**config.mk**
```make
export PLATFORM = sky130hd
export DESIGN_NAME = mwc_seq
export DESIGN_NICKNAME = d
export VERILOG_FILES = /design/src/rtl/mwc_pkg.sv /design/src/rtl/mwc_seq.sv
export SDC_FILE = /design/constraint.sdc
export NUM_CORES = 1
export LEC_CHECK = 0
export BUFFER_PORTS_ARGS = -buffer_cell sky130_fd_sc_hd__buf_2
export CORE_MARGIN = 3
export CORE_UTILIZATION = 37
export CTS_CLUSTER_SIZE = 14
export DETAILED_ROUTE_END_ITERATION = 7
export HOLD_SLACK_MARGIN = 0.15
export MAX_ROUTING_LAYER = met4
export PLACE_DENSITY = 0.67
export SLEW_MARGIN = 30
export SYNTH_ARGS = -nofsm -noshare
export SYNTH_HDL_FRONTEND = slang
export SYNTH_SLANG_ARGS = --single-unit
```
**constraint.sdc**
```tcl
create_clock -name clk -period 7.3 [get_ports clk]
set_clock_uncertainty 0.1 [all_clocks]
set_input_delay 1.095 -clock clk [delete_from_list [all_inputs] [get_ports clk]]
set_output_delay 1.095 -clock clk [all_outputs]
set_load 0.1 [all_outputs]
```
**src/rtl/mwc_pkg.sv**
```systemverilog
// mwc_pkg: shared types and constants of the minimum window cover block
// no dependencies; imported by every module of the block
package mwc_pkg;

  localparam int MAX_TEXT_DEF = 4096;
  localparam int SYM_W        = 8;
  localparam int SYM_N        = 1 << SYM_W;
  localparam int MODE_W       = 2;
  localparam int START_W      = 12;
  localparam int LEN_W        = 13;
  localparam int IN_DATA_W    = 16;
  localparam int OUT_DATA_W   = 32;

  typedef logic [SYM_W-1:0] sym_t;

  // item kinds carried in the low bits of the input beat
  typedef enum logic [MODE_W-1:0] {
    MODE_PATTERN = 2'd0,
    MODE_TEXT    = 2'd1,
    MODE_FINISH  = 2'd2
  } mode_t;

  typedef enum logic [2:0] {
    ST_IDLE,
    ST_PAT_UPD,
    ST_TXT_UPD,
    ST_SHR_RD,
    ST_SHR_CHK,
    ST_RECORD,
    ST_FINISH
  } seq_state_t;

  // control toward the count table
  typedef struct packed {
    logic wr_en;
    logic clear;
    sym_t addr;
  } cnt_ctl_t;

endpackage

```
**src/rtl/mwc_seq.sv**
```systemverilog
// mwc_seq: sequencer and window registers; drives the count table and the
// text buffer through read-modify-write steps; uses mwc_pkg
module mwc_seq import mwc_pkg::*; #(
  parameter int MAX_TEXT = MAX_TEXT_DEF,
  localparam int CNT_W = $clog2(MAX_TEXT + 1),
  localparam int AW = (MAX_TEXT > 1) ? $clog2(MAX_TEXT) : 1
) (
  input  logic               clk,
  input  logic               rst_n,
  input  logic               in_valid,
  input  logic [MODE_W-1:0]  in_mode,
  input  sym_t               in_sym,
  output logic               in_ready,
  output cnt_ctl_t           cnt_ctl,
  output logic [CNT_W-1:0]   cnt_wr_need,
  output logic [CNT_W-1:0]   cnt_wr_have,
  input  logic [CNT_W-1:0]   cnt_rd_need,
  input  logic [CNT_W-1:0]   cnt_rd_have,
  output logic               txt_we,
  output logic [AW-1:0]      txt_waddr,
  output sym_t               txt_wdata,
  output logic [AW-1:0]      txt_raddr,
  input  sym_t               txt_rdata,
  output logic               res_valid,
  input  logic               res_take,
  output logic               res_found,
  output logic [START_W-1:0] res_start,
  output logic [LEN_W-1:0]   res_len,
  output logic               res_overflow
);

  localparam logic [CNT_W-1:0] MAX_CNT = CNT_W'(MAX_TEXT);
  localparam logic [CNT_W-1:0] ONE     = CNT_W'(1);

  seq_state_t       state_r, state_nxt;
  sym_t             sym_r, sym_nxt;
  sym_t             shr_sym_r, shr_sym_nxt;
  logic [CNT_W-1:0] left_r, left_nxt;
  logic [CNT_W-1:0] right_r, right_nxt;
  logic [CNT_W-1:0] missing_r, missing_nxt;
  logic [CNT_W-1:0] pat_len_r, pat_len_nxt;
  logic [AW-1:0]    best_start_r, best_start_nxt;
  logic [CNT_W-1:0] best_len_r, best_len_nxt;
  logic             best_valid_r, best_valid_nxt;
  logic             ovf_r, ovf_nxt;

  logic [CNT_W-1:0] left_inc;
  logic [CNT_W-1:0] miss_dec;
  logic [CNT_W-1:0] win_len;
  logic [AW+START_W-1:0]  start_ext;
  logic [CNT_W+LEN_W-1:0] len_ext;

  assign left_inc = left_r + ONE;
  assign win_len  = right_r - left_r;
  assign miss_dec = missing_r - CNT_W'(cnt_rd_have < cnt_rd_need);

  always_ff @(posedge clk) begin
    if (!rst_n) begin
      state_r      <= ST_IDLE;
      sym_r        <= '0;
      shr_sym_r    <= '0;
      left_r       <= '0;
      right_r      <= '0;
      missing_r    <= '0;
      pat_len_r    <= '0;
      best_start_r <= '0;
      best_len_r   <= '0;
      best_valid_r <= 1'b0;
      ovf_r        <= 1'b0;
    end else begin
      state_r      <= state_nxt;
      sym_r        <= sym_nxt;
      shr_sym_r    <= shr_sym_nxt;
      left_r       <= left_nxt;
      right_r      <= right_nxt;
      missing_r    <= missing_nxt;
      pat_len_r    <= pat_len_nxt;
      best_start_r <= best_start_nxt;
      best_len_r   <= best_len_nxt;
      best_valid_r <= best_valid_nxt;
      ovf_r        <= ovf_nxt;
    end
  end

  always_comb begin
    state_nxt      = state_r;
    sym_nxt        = sym_r;
    shr_sym_nxt    = shr_sym_r;
    left_nxt       = left_r;
    right_nxt      = right_r;
    missing_nxt    = missing_r;
    pat_len_nxt    = pat_len_r;
    best_start_nxt = best_start_r;
    best_len_nxt   = best_len_r;
    best_valid_nxt = best_valid_r;
    ovf_nxt        = ovf_r;

    in_ready      = (state_r == ST_IDLE);
    cnt_ctl.wr_en = 1'b0;
    cnt_ctl.clear = 1'b0;
    cnt_ctl.addr  = sym_r;
    cnt_wr_need   = cnt_rd_need;
    cnt_wr_have   = cnt_rd_have;
    txt_we        = 1'b0;
    txt_waddr     = right_r[AW-1:0];
    txt_wdata     = in_sym;
    txt_raddr     = left_r[AW-1:0];
    res_valid     = 1'b0;

    case (state_r)
      ST_IDLE: begin
        cnt_ctl.addr = in_sym;
        if (in_valid) begin
          case (in_mode)
            MODE_PATTERN: begin
              // pattern bytes after the first text byte are ignored
              if (right_r == '0) begin
                if (pat_len_r >= MAX_CNT) begin
                  ovf_nxt = 1'b1;
                end else begin
                  sym_nxt   = in_sym;
                  state_nxt = ST_PAT_UPD;
                end
              end
            end
            MODE_TEXT: begin
              if (right_r >= MAX_CNT) begin
                ovf_nxt = 1'b1;
              end else begin
                txt_we    = 1'b1;
                right_nxt = right_r + ONE;
                sym_nxt   = in_sym;
                if (pat_len_r != '0) begin
                  state_nxt = ST_TXT_UPD;
                end
              end
            end
            MODE_FINISH: begin
              state_nxt = ST_FINISH;
            end
            default: begin
            end
          endcase
        end
      end
      ST_PAT_UPD: begin
        cnt_ctl.wr_en = 1'b1;
        cnt_wr_need   = cnt_rd_need + ONE;
        pat_len_nxt   = pat_len_r + ONE;
        missing_nxt   = missing_r + ONE;
        state_nxt     = ST_IDLE;
      end
      ST_TXT_UPD: begin
        cnt_ctl.wr_en = 1'b1;
        cnt_wr_have   = cnt_rd_have + ONE;
        missing_nxt   = miss_dec;
        // covering: start shrinking, text read at left goes out now
        state_nxt     = (miss_dec == '0) ? ST_SHR_RD : ST_IDLE;
      end
      ST_SHR_RD: begin
        cnt_ctl.addr = txt_rdata;
        shr_sym_nxt  = txt_rdata;
        state_nxt    = ST_SHR_CHK;
      end
      ST_SHR_CHK: begin
        cnt_ctl.addr = shr_sym_r;
        if (cnt_rd_have <= cnt_rd_need) begin
          state_nxt = ST_RECORD;
        end else begin
          cnt_ctl.wr_en = 1'b1;
          cnt_wr_have   = cnt_rd_have - ONE;
          left_nxt      = left_inc;
          txt_raddr     = left_inc[AW-1:0];
          state_nxt     = (left_inc < right_r) ? ST_SHR_RD : ST_RECORD;
        end
      end
      ST_RECORD: begin
        // strictly shorter only, so the earliest start wins ties
        if (!best_valid_r || (win_len < best_len_r)) begin
          best_valid_nxt = 1'b1;
          best_start_nxt = left_r[AW-1:0];
          best_len_nxt   = win_len;
        end
        state_nxt = ST_IDLE;
      end
      ST_FINISH: begin
        res_valid = 1'b1;
        if (res_take) begin
          cnt_ctl.clear  = 1'b1;
          left_nxt       = '0;
          right_nxt      = '0;
          missing_nxt    = '0;
          pat_len_nxt    = '0;
          best_start_nxt = '0;
          best_len_nxt   = '0;
          best_valid_nxt = 1'b0;
          ovf_nxt        = 1'b0;
          state_nxt      = ST_IDLE;
        end
      end
      default: begin
        state_nxt = ST_IDLE;
      end
    endcase
  end

  // best fields stay zero while no window was recorded
  assign start_ext    = {START_W'(0), best_start_r};
  assign len_ext      = {LEN_W'(0), best_len_r};
  assign res_found    = (pat_len_r == '0) || best_valid_r;
  assign res_start    = start_ext[START_W-1:0];
  assign res_len      = len_ext[LEN_W-1:0];
  assign res_overflow = ovf_r;

endmodule

```
**Yosys cells after proc, flatten, opt, wreduce, memory -nomap -nowiden**

Cells that the tools add are included.

- Bits in registers: 98
- Bits of input ports: 48
- Output and inout bits: 98
- Word-level logic and storage cells: 128

- $add $sub $neg: 9
- Order comparisons: 6
- Equality and inequality tests: 25
- Muxes and demuxes: 53
- Reduce and logical (&&, ||, !) cells: 24

Operators by type and width:

| operator | number |
|---|---|
| 13-bit case mux with 2 select lines | 5 |
| 13-bit 2-to-1 mux | 8 |
| 13-bit by 1-bit adder with 13-bit output (second input constant) | 6 |
| 12-bit 2-to-1 mux | 4 |
| 13-bit zero test | 3 |
| 13-bit < comparator | 3 |
| 13-bit case mux with 3 select lines | 1 |
| 13-bit greater-or-equal comparator (second input constant) | 2 |
| 3-bit 2-to-1 mux | 8 |
| 8-bit 2-to-1 mux | 3 |
| 12-bit case mux with 2 select lines | 1 |
| 8-bit case mux with 3 select lines | 1 |
| 3-bit inequality test (second input constant) | 6 |
| 2-bit inequality test (second input constant) | 8 |
| 8-bit case mux with 2 select lines | 1 |
| 3-bit case mux with 5 select lines | 1 |
| 1-bit 2-to-1 mux | 14 |
| 7-bit AND reduction | 2 |
| 13-bit <= comparator | 1 |
| 13-bit nonzero test | 1 |
| 13-bit by 1-bit subtractor with 13-bit output | 1 |
| 13-bit by 1-bit subtractor with 13-bit output (second input constant) | 1 |
| 13-bit subtractor | 1 |
| 2-bit nonzero test | 5 |
| other kinds (21) | 30 |

**Depth between registers and ports, before layout**

- Depth after elaboration: 6
- Depth in mapped cells: 17
- Gate-level depth less buffers: 16

**Least setup slack after synthesis**

OpenSTA, ideal clock, no wires.

- Kind: input to output
- Start point: input port cnt_rd_need[8]
- End point: output port cnt_wr_have[1]
- Data arrival time: 5.980 ns
- Required time: 6.105 ns
- Setup slack: 0.125 ns
- Stages on the path: 8
- Buffers on the path: 1
- Path through: inv_1 > ha_1 > nand2_1 > o21ai_0 > a21oi_1 > a211oi_4 > buf_6 > o311ai_0

- Longest elaborated chain between the ends: 3

RTL lines:

| item | line | RTL |
|---|---|---|
| start, declared | mwc_seq.sv:17 | `input logic [CNT_W-1:0] cnt_rd_need,` |
| 13-bit <= comparator | mwc_seq.sv:167 | `if (cnt_rd_have <= cnt_rd_need) begin` |
| 13-bit 2-to-1 mux | mwc_seq.sv:167 |  |
| 13-bit case mux with 2 select lines | mwc_seq.sv:110 | `case (state_r)` |
| end, declared | mwc_seq.sv:16 | `output logic [CNT_W-1:0] cnt_wr_have,` |

No other way between the ends.

**Worst setup path in the final report**

- Start point: input port cnt_rd_need[12]
- End point: output port cnt_wr_have[5]

Same word-level chain as after synthesis.

==> summary.txt <==
STA
  – Final hold vios: 0
  – Min cycle time layout: 5.250 ns
  – Setup Viol. Count Final: 0
  – RSZ-0062 raised after global routing: false
  – Max_slew headroom: a little over a third
  – Least-Margin Pin Slew: roughly 0.96 ns
  – Final Max Slew Viols: 0
  – Max Clk Rate: about 190 MHz
  – Fin crit share: roughly 72%
  – TNS Setup: 0 ns

Critical path
  – Crit Path Max Fanout: 15
  – Required @ worst endpoint: approximately 6 ns
  – Worst R2R Path Depth: 15
  – Setup crit end kind: output pin
  – CP startpoint kind: primary input
  – Setup CP Type: in -> out
  – CP arrival: 4.05 ns

Synth
  – Primary FF master, synth: dfxtp_1
  – Seq cells post-synth: a little under 100
  – Synth top area share: about a quarter
  – Synthesized net count: approximately 1200
  – Post-synth EDFFs: 0
  – Mean Syn Cell Area: between 7 and 8 um2
  – Register area share after synthesis: between 20% and 30%
  – Synth warnings: 0
  – Synth top area cells: dfxtp_1 (25%), ha_1 (10%), xnor2_1 (7.1%), a21oi_1 (5.6%), nor2_1 (4.8%)
  – Leading area contributor after synthesis: dfxtp_1
  – Async SR Flop Fraction: 0%
  – Syn Inst Count: around 1100
  – Post-Syn Area: 7978 um2
  – Post-synthesis cell type count: 78

Place
  – Global placement routability congestion: approximately 0.94
  – IO buf count: roughly 150
  – Post-DP HPWL: roughly 18 mm

Flow run
  – Max cap viols: 0

Finish
  – # nets final: around 1300
  – Commonest cells after routing, fill and taps aside: buf_2 (145), nor2_1 (103), nand2_1 (100), dfxtp_1 (98), a21oi_1 (88)
  – Util after Layout: 42.89%
  – Fill cell count: 2221
  – Share of cells above drive strength 1: ~17%
  – Area growth, synth to finish: 13.36%
  – Most common cell after layout, fill and taps aside: buf_2

Die
  – Num ports: 146
  – Initial Util: ~38%
  – # rows: 53
  – Die area: between 20000 and 25000 um2
  – Core area: between 20000 and 25000 um2
  – DIE HEIGHT: 152.8 um
  – Die X: between 150 and 200 um

Outcome
  – Outcome: finished clean

Detailed routing
  – Via density: roughly 5.6
  – DR WL/cell: ~17 um
  – Routed Antenna Nets: 0
  – Routed wire length: roughly 24 mm
  – First-pass DRT Iterations: 5
  – Initial drt markers: 660
  – DRC: 0
  – DR vias: 8083

Global routing
  – Largest net degree at the start of global routing: 64
  – Initial antenna violation count: 1
  – All-Layer GR Usage: slightly above 20%
  – Vias in the first global route: 7676
  – First-pass GRT wire length: a little under 40 mm
  – Grt ovf: 0

Power
  – Pleak: 0.003898 uW
  – Pwr/cell area: 159.0 nW/um2
  – Worst IR drop on VDD: 0.09868 mV

Clock tree
  – Num CTS Buffers: 9
  – Clock-pin slew on the worst setup and hold paths: approximately 0.07 ns
  – CTS sink count: 98
  – Post-CTS resize count: 0
  – Worst skew pair latency: around 0.36 ns
  – Clock buffer depth: 2
  – CTS tree: done
  – Number of hold buffers added after CTS: 0
  – CTS HTree Levels: 3
  – Root buffer cell: clkbuf_16
  – # Post-CTS Setup Buffers: 0

Min path
  – Hold path cells: 2
  – HP Class: reg -> reg
cell usage after synthesis (3+ instances only):
master,n
nor2_1,103
nand2_1,101
dfxtp_1,98
a21oi_1,89
inv_1,80
xnor2_1,65
ha_1,64
nand3_1,47
clkbuf_1,45
o21ai_0,42
nor3_1,29
buf_4,22
nand4_1,20
mux2i_1,18
a21o_1,15
a31oi_1,14
o22ai_1,14
and3_1,12
xor2_1,12
buf_2,11
a211oi_1,10
nor2b_1,10
nand2b_1,9
a221oi_1,8
a311oi_1,8
nor4_1,8
and4_1,7
a41o_1,6
nor4b_1,6
or2_2,6
and2_1,5
or3_1,5
o211ai_1,4
o22a_1,4
a41oi_1,3
nand3b_1,3
nand4b_1,3
o21a_1,3
o221a_2,3
o221ai_1,3
power by group:
part / internal (uW) / switching, uW / leakage [uW]
Sequential: 540 / 7.16 / 0.000790
Clock: 256 / 239 / 0.000145
Combinational: 94.6 / 301 / 0.00296
metal layers:
metal  global-route usage (%)  vias to the layer above  wire [um]
li1                         -                     3948          -
met5                        -                        -          0
met3                    3.454                       29       1471
met1                    26.66                     3817      10890
met2                    33.47                      289      11340
met4                    5.515                        0        383
state kept, by name (all words and copies together), names as in the netlist:
name	flops
res_overflow	1
pat_len_r	13
missing_r	13
right_r	13
shr_sym_r	8
left_r	13
res_len	13
sym_r	8
state_r	3
res_start	12
best_valid_r	1
kinds of logic after synthesis:
family                   Yosys count  synth area share, %
multiplexers                      19                2.400
AND/OR/NAND/NOR                  390                24.44
XOR/XNOR                          77                8.454
adder cells (fa/ha/maj)           65                10.29
flip-flops                        98                24.59
buffers and inverters            161                8.877
AO/OA/AOI/OAI                    254                20.95
layout make-up:
type | count | area [um2] | area share, %
clock inverter | 5 | 45.04 | 0.4981
antenna | 1 | 2.502 | 0.02767
multi-input combinational | 805 | 5314 | 58.76
sequential | 98 | 1962 | 21.69
timing repair buffer | 157 | 819.5 | 9.062
inverter | 81 | 304.0 | 3.362
clock buffer | 11 | 252.7 | 2.795
tap | 275 | 344.1 | 3.805
metrics by stage:
| stage | total power [uW] | std cells | area (um2) | worst slack (ns) | hold WS, ns |
|---|---|---|---|---|---|
| 6_report | 1438 | 1433 | 9044 | 2.050 | 0.3514 |
| 3_5_place_dp | 952.1 | 1415 | 8730 | 2.065 | 0.3437 |
| 3_3_place_gp | 947.5 | 1413 | 8711 | 2.038 | 0.3375 |
| 5_1_grt | 1492 | 1433 | 9044 | 1.828 | 0.3717 |
| 2_1_floorplan | 870.9 | 1064 | 7978 | 0.1252 | 0.3382 |
| 4_1_cts | 1445 | 1431 | 9027 | 2.046 | 0.3541 |
path summary, 6_finish.rpt:
| check | startpoint | to | slack, ns |
|---|---|---|---|
| setup / recovery | cnt_rd_need[12] | cnt_wr_have[5] | 2.05 |
| hold / removal | res_start[8] | res_start[8] | 0.35 |
| setup reg to reg | left_r[0] | res_len[10] | 2.24 |
| hold reg to reg | res_start[8] | res_start[8] | 0.35 |
worst max-delay path, stage by stage:
cell      delay (ns)
buf_2           0.09
inv_1           0.04
ha_1            0.30
nand2_1         0.12
nor4_4          0.41
o31ai_4         0.20
a21oi_2         0.67
mux2_2          0.41
a211oi_1        0.23
buf_2           0.48
(Power assumes the default switching activity.)
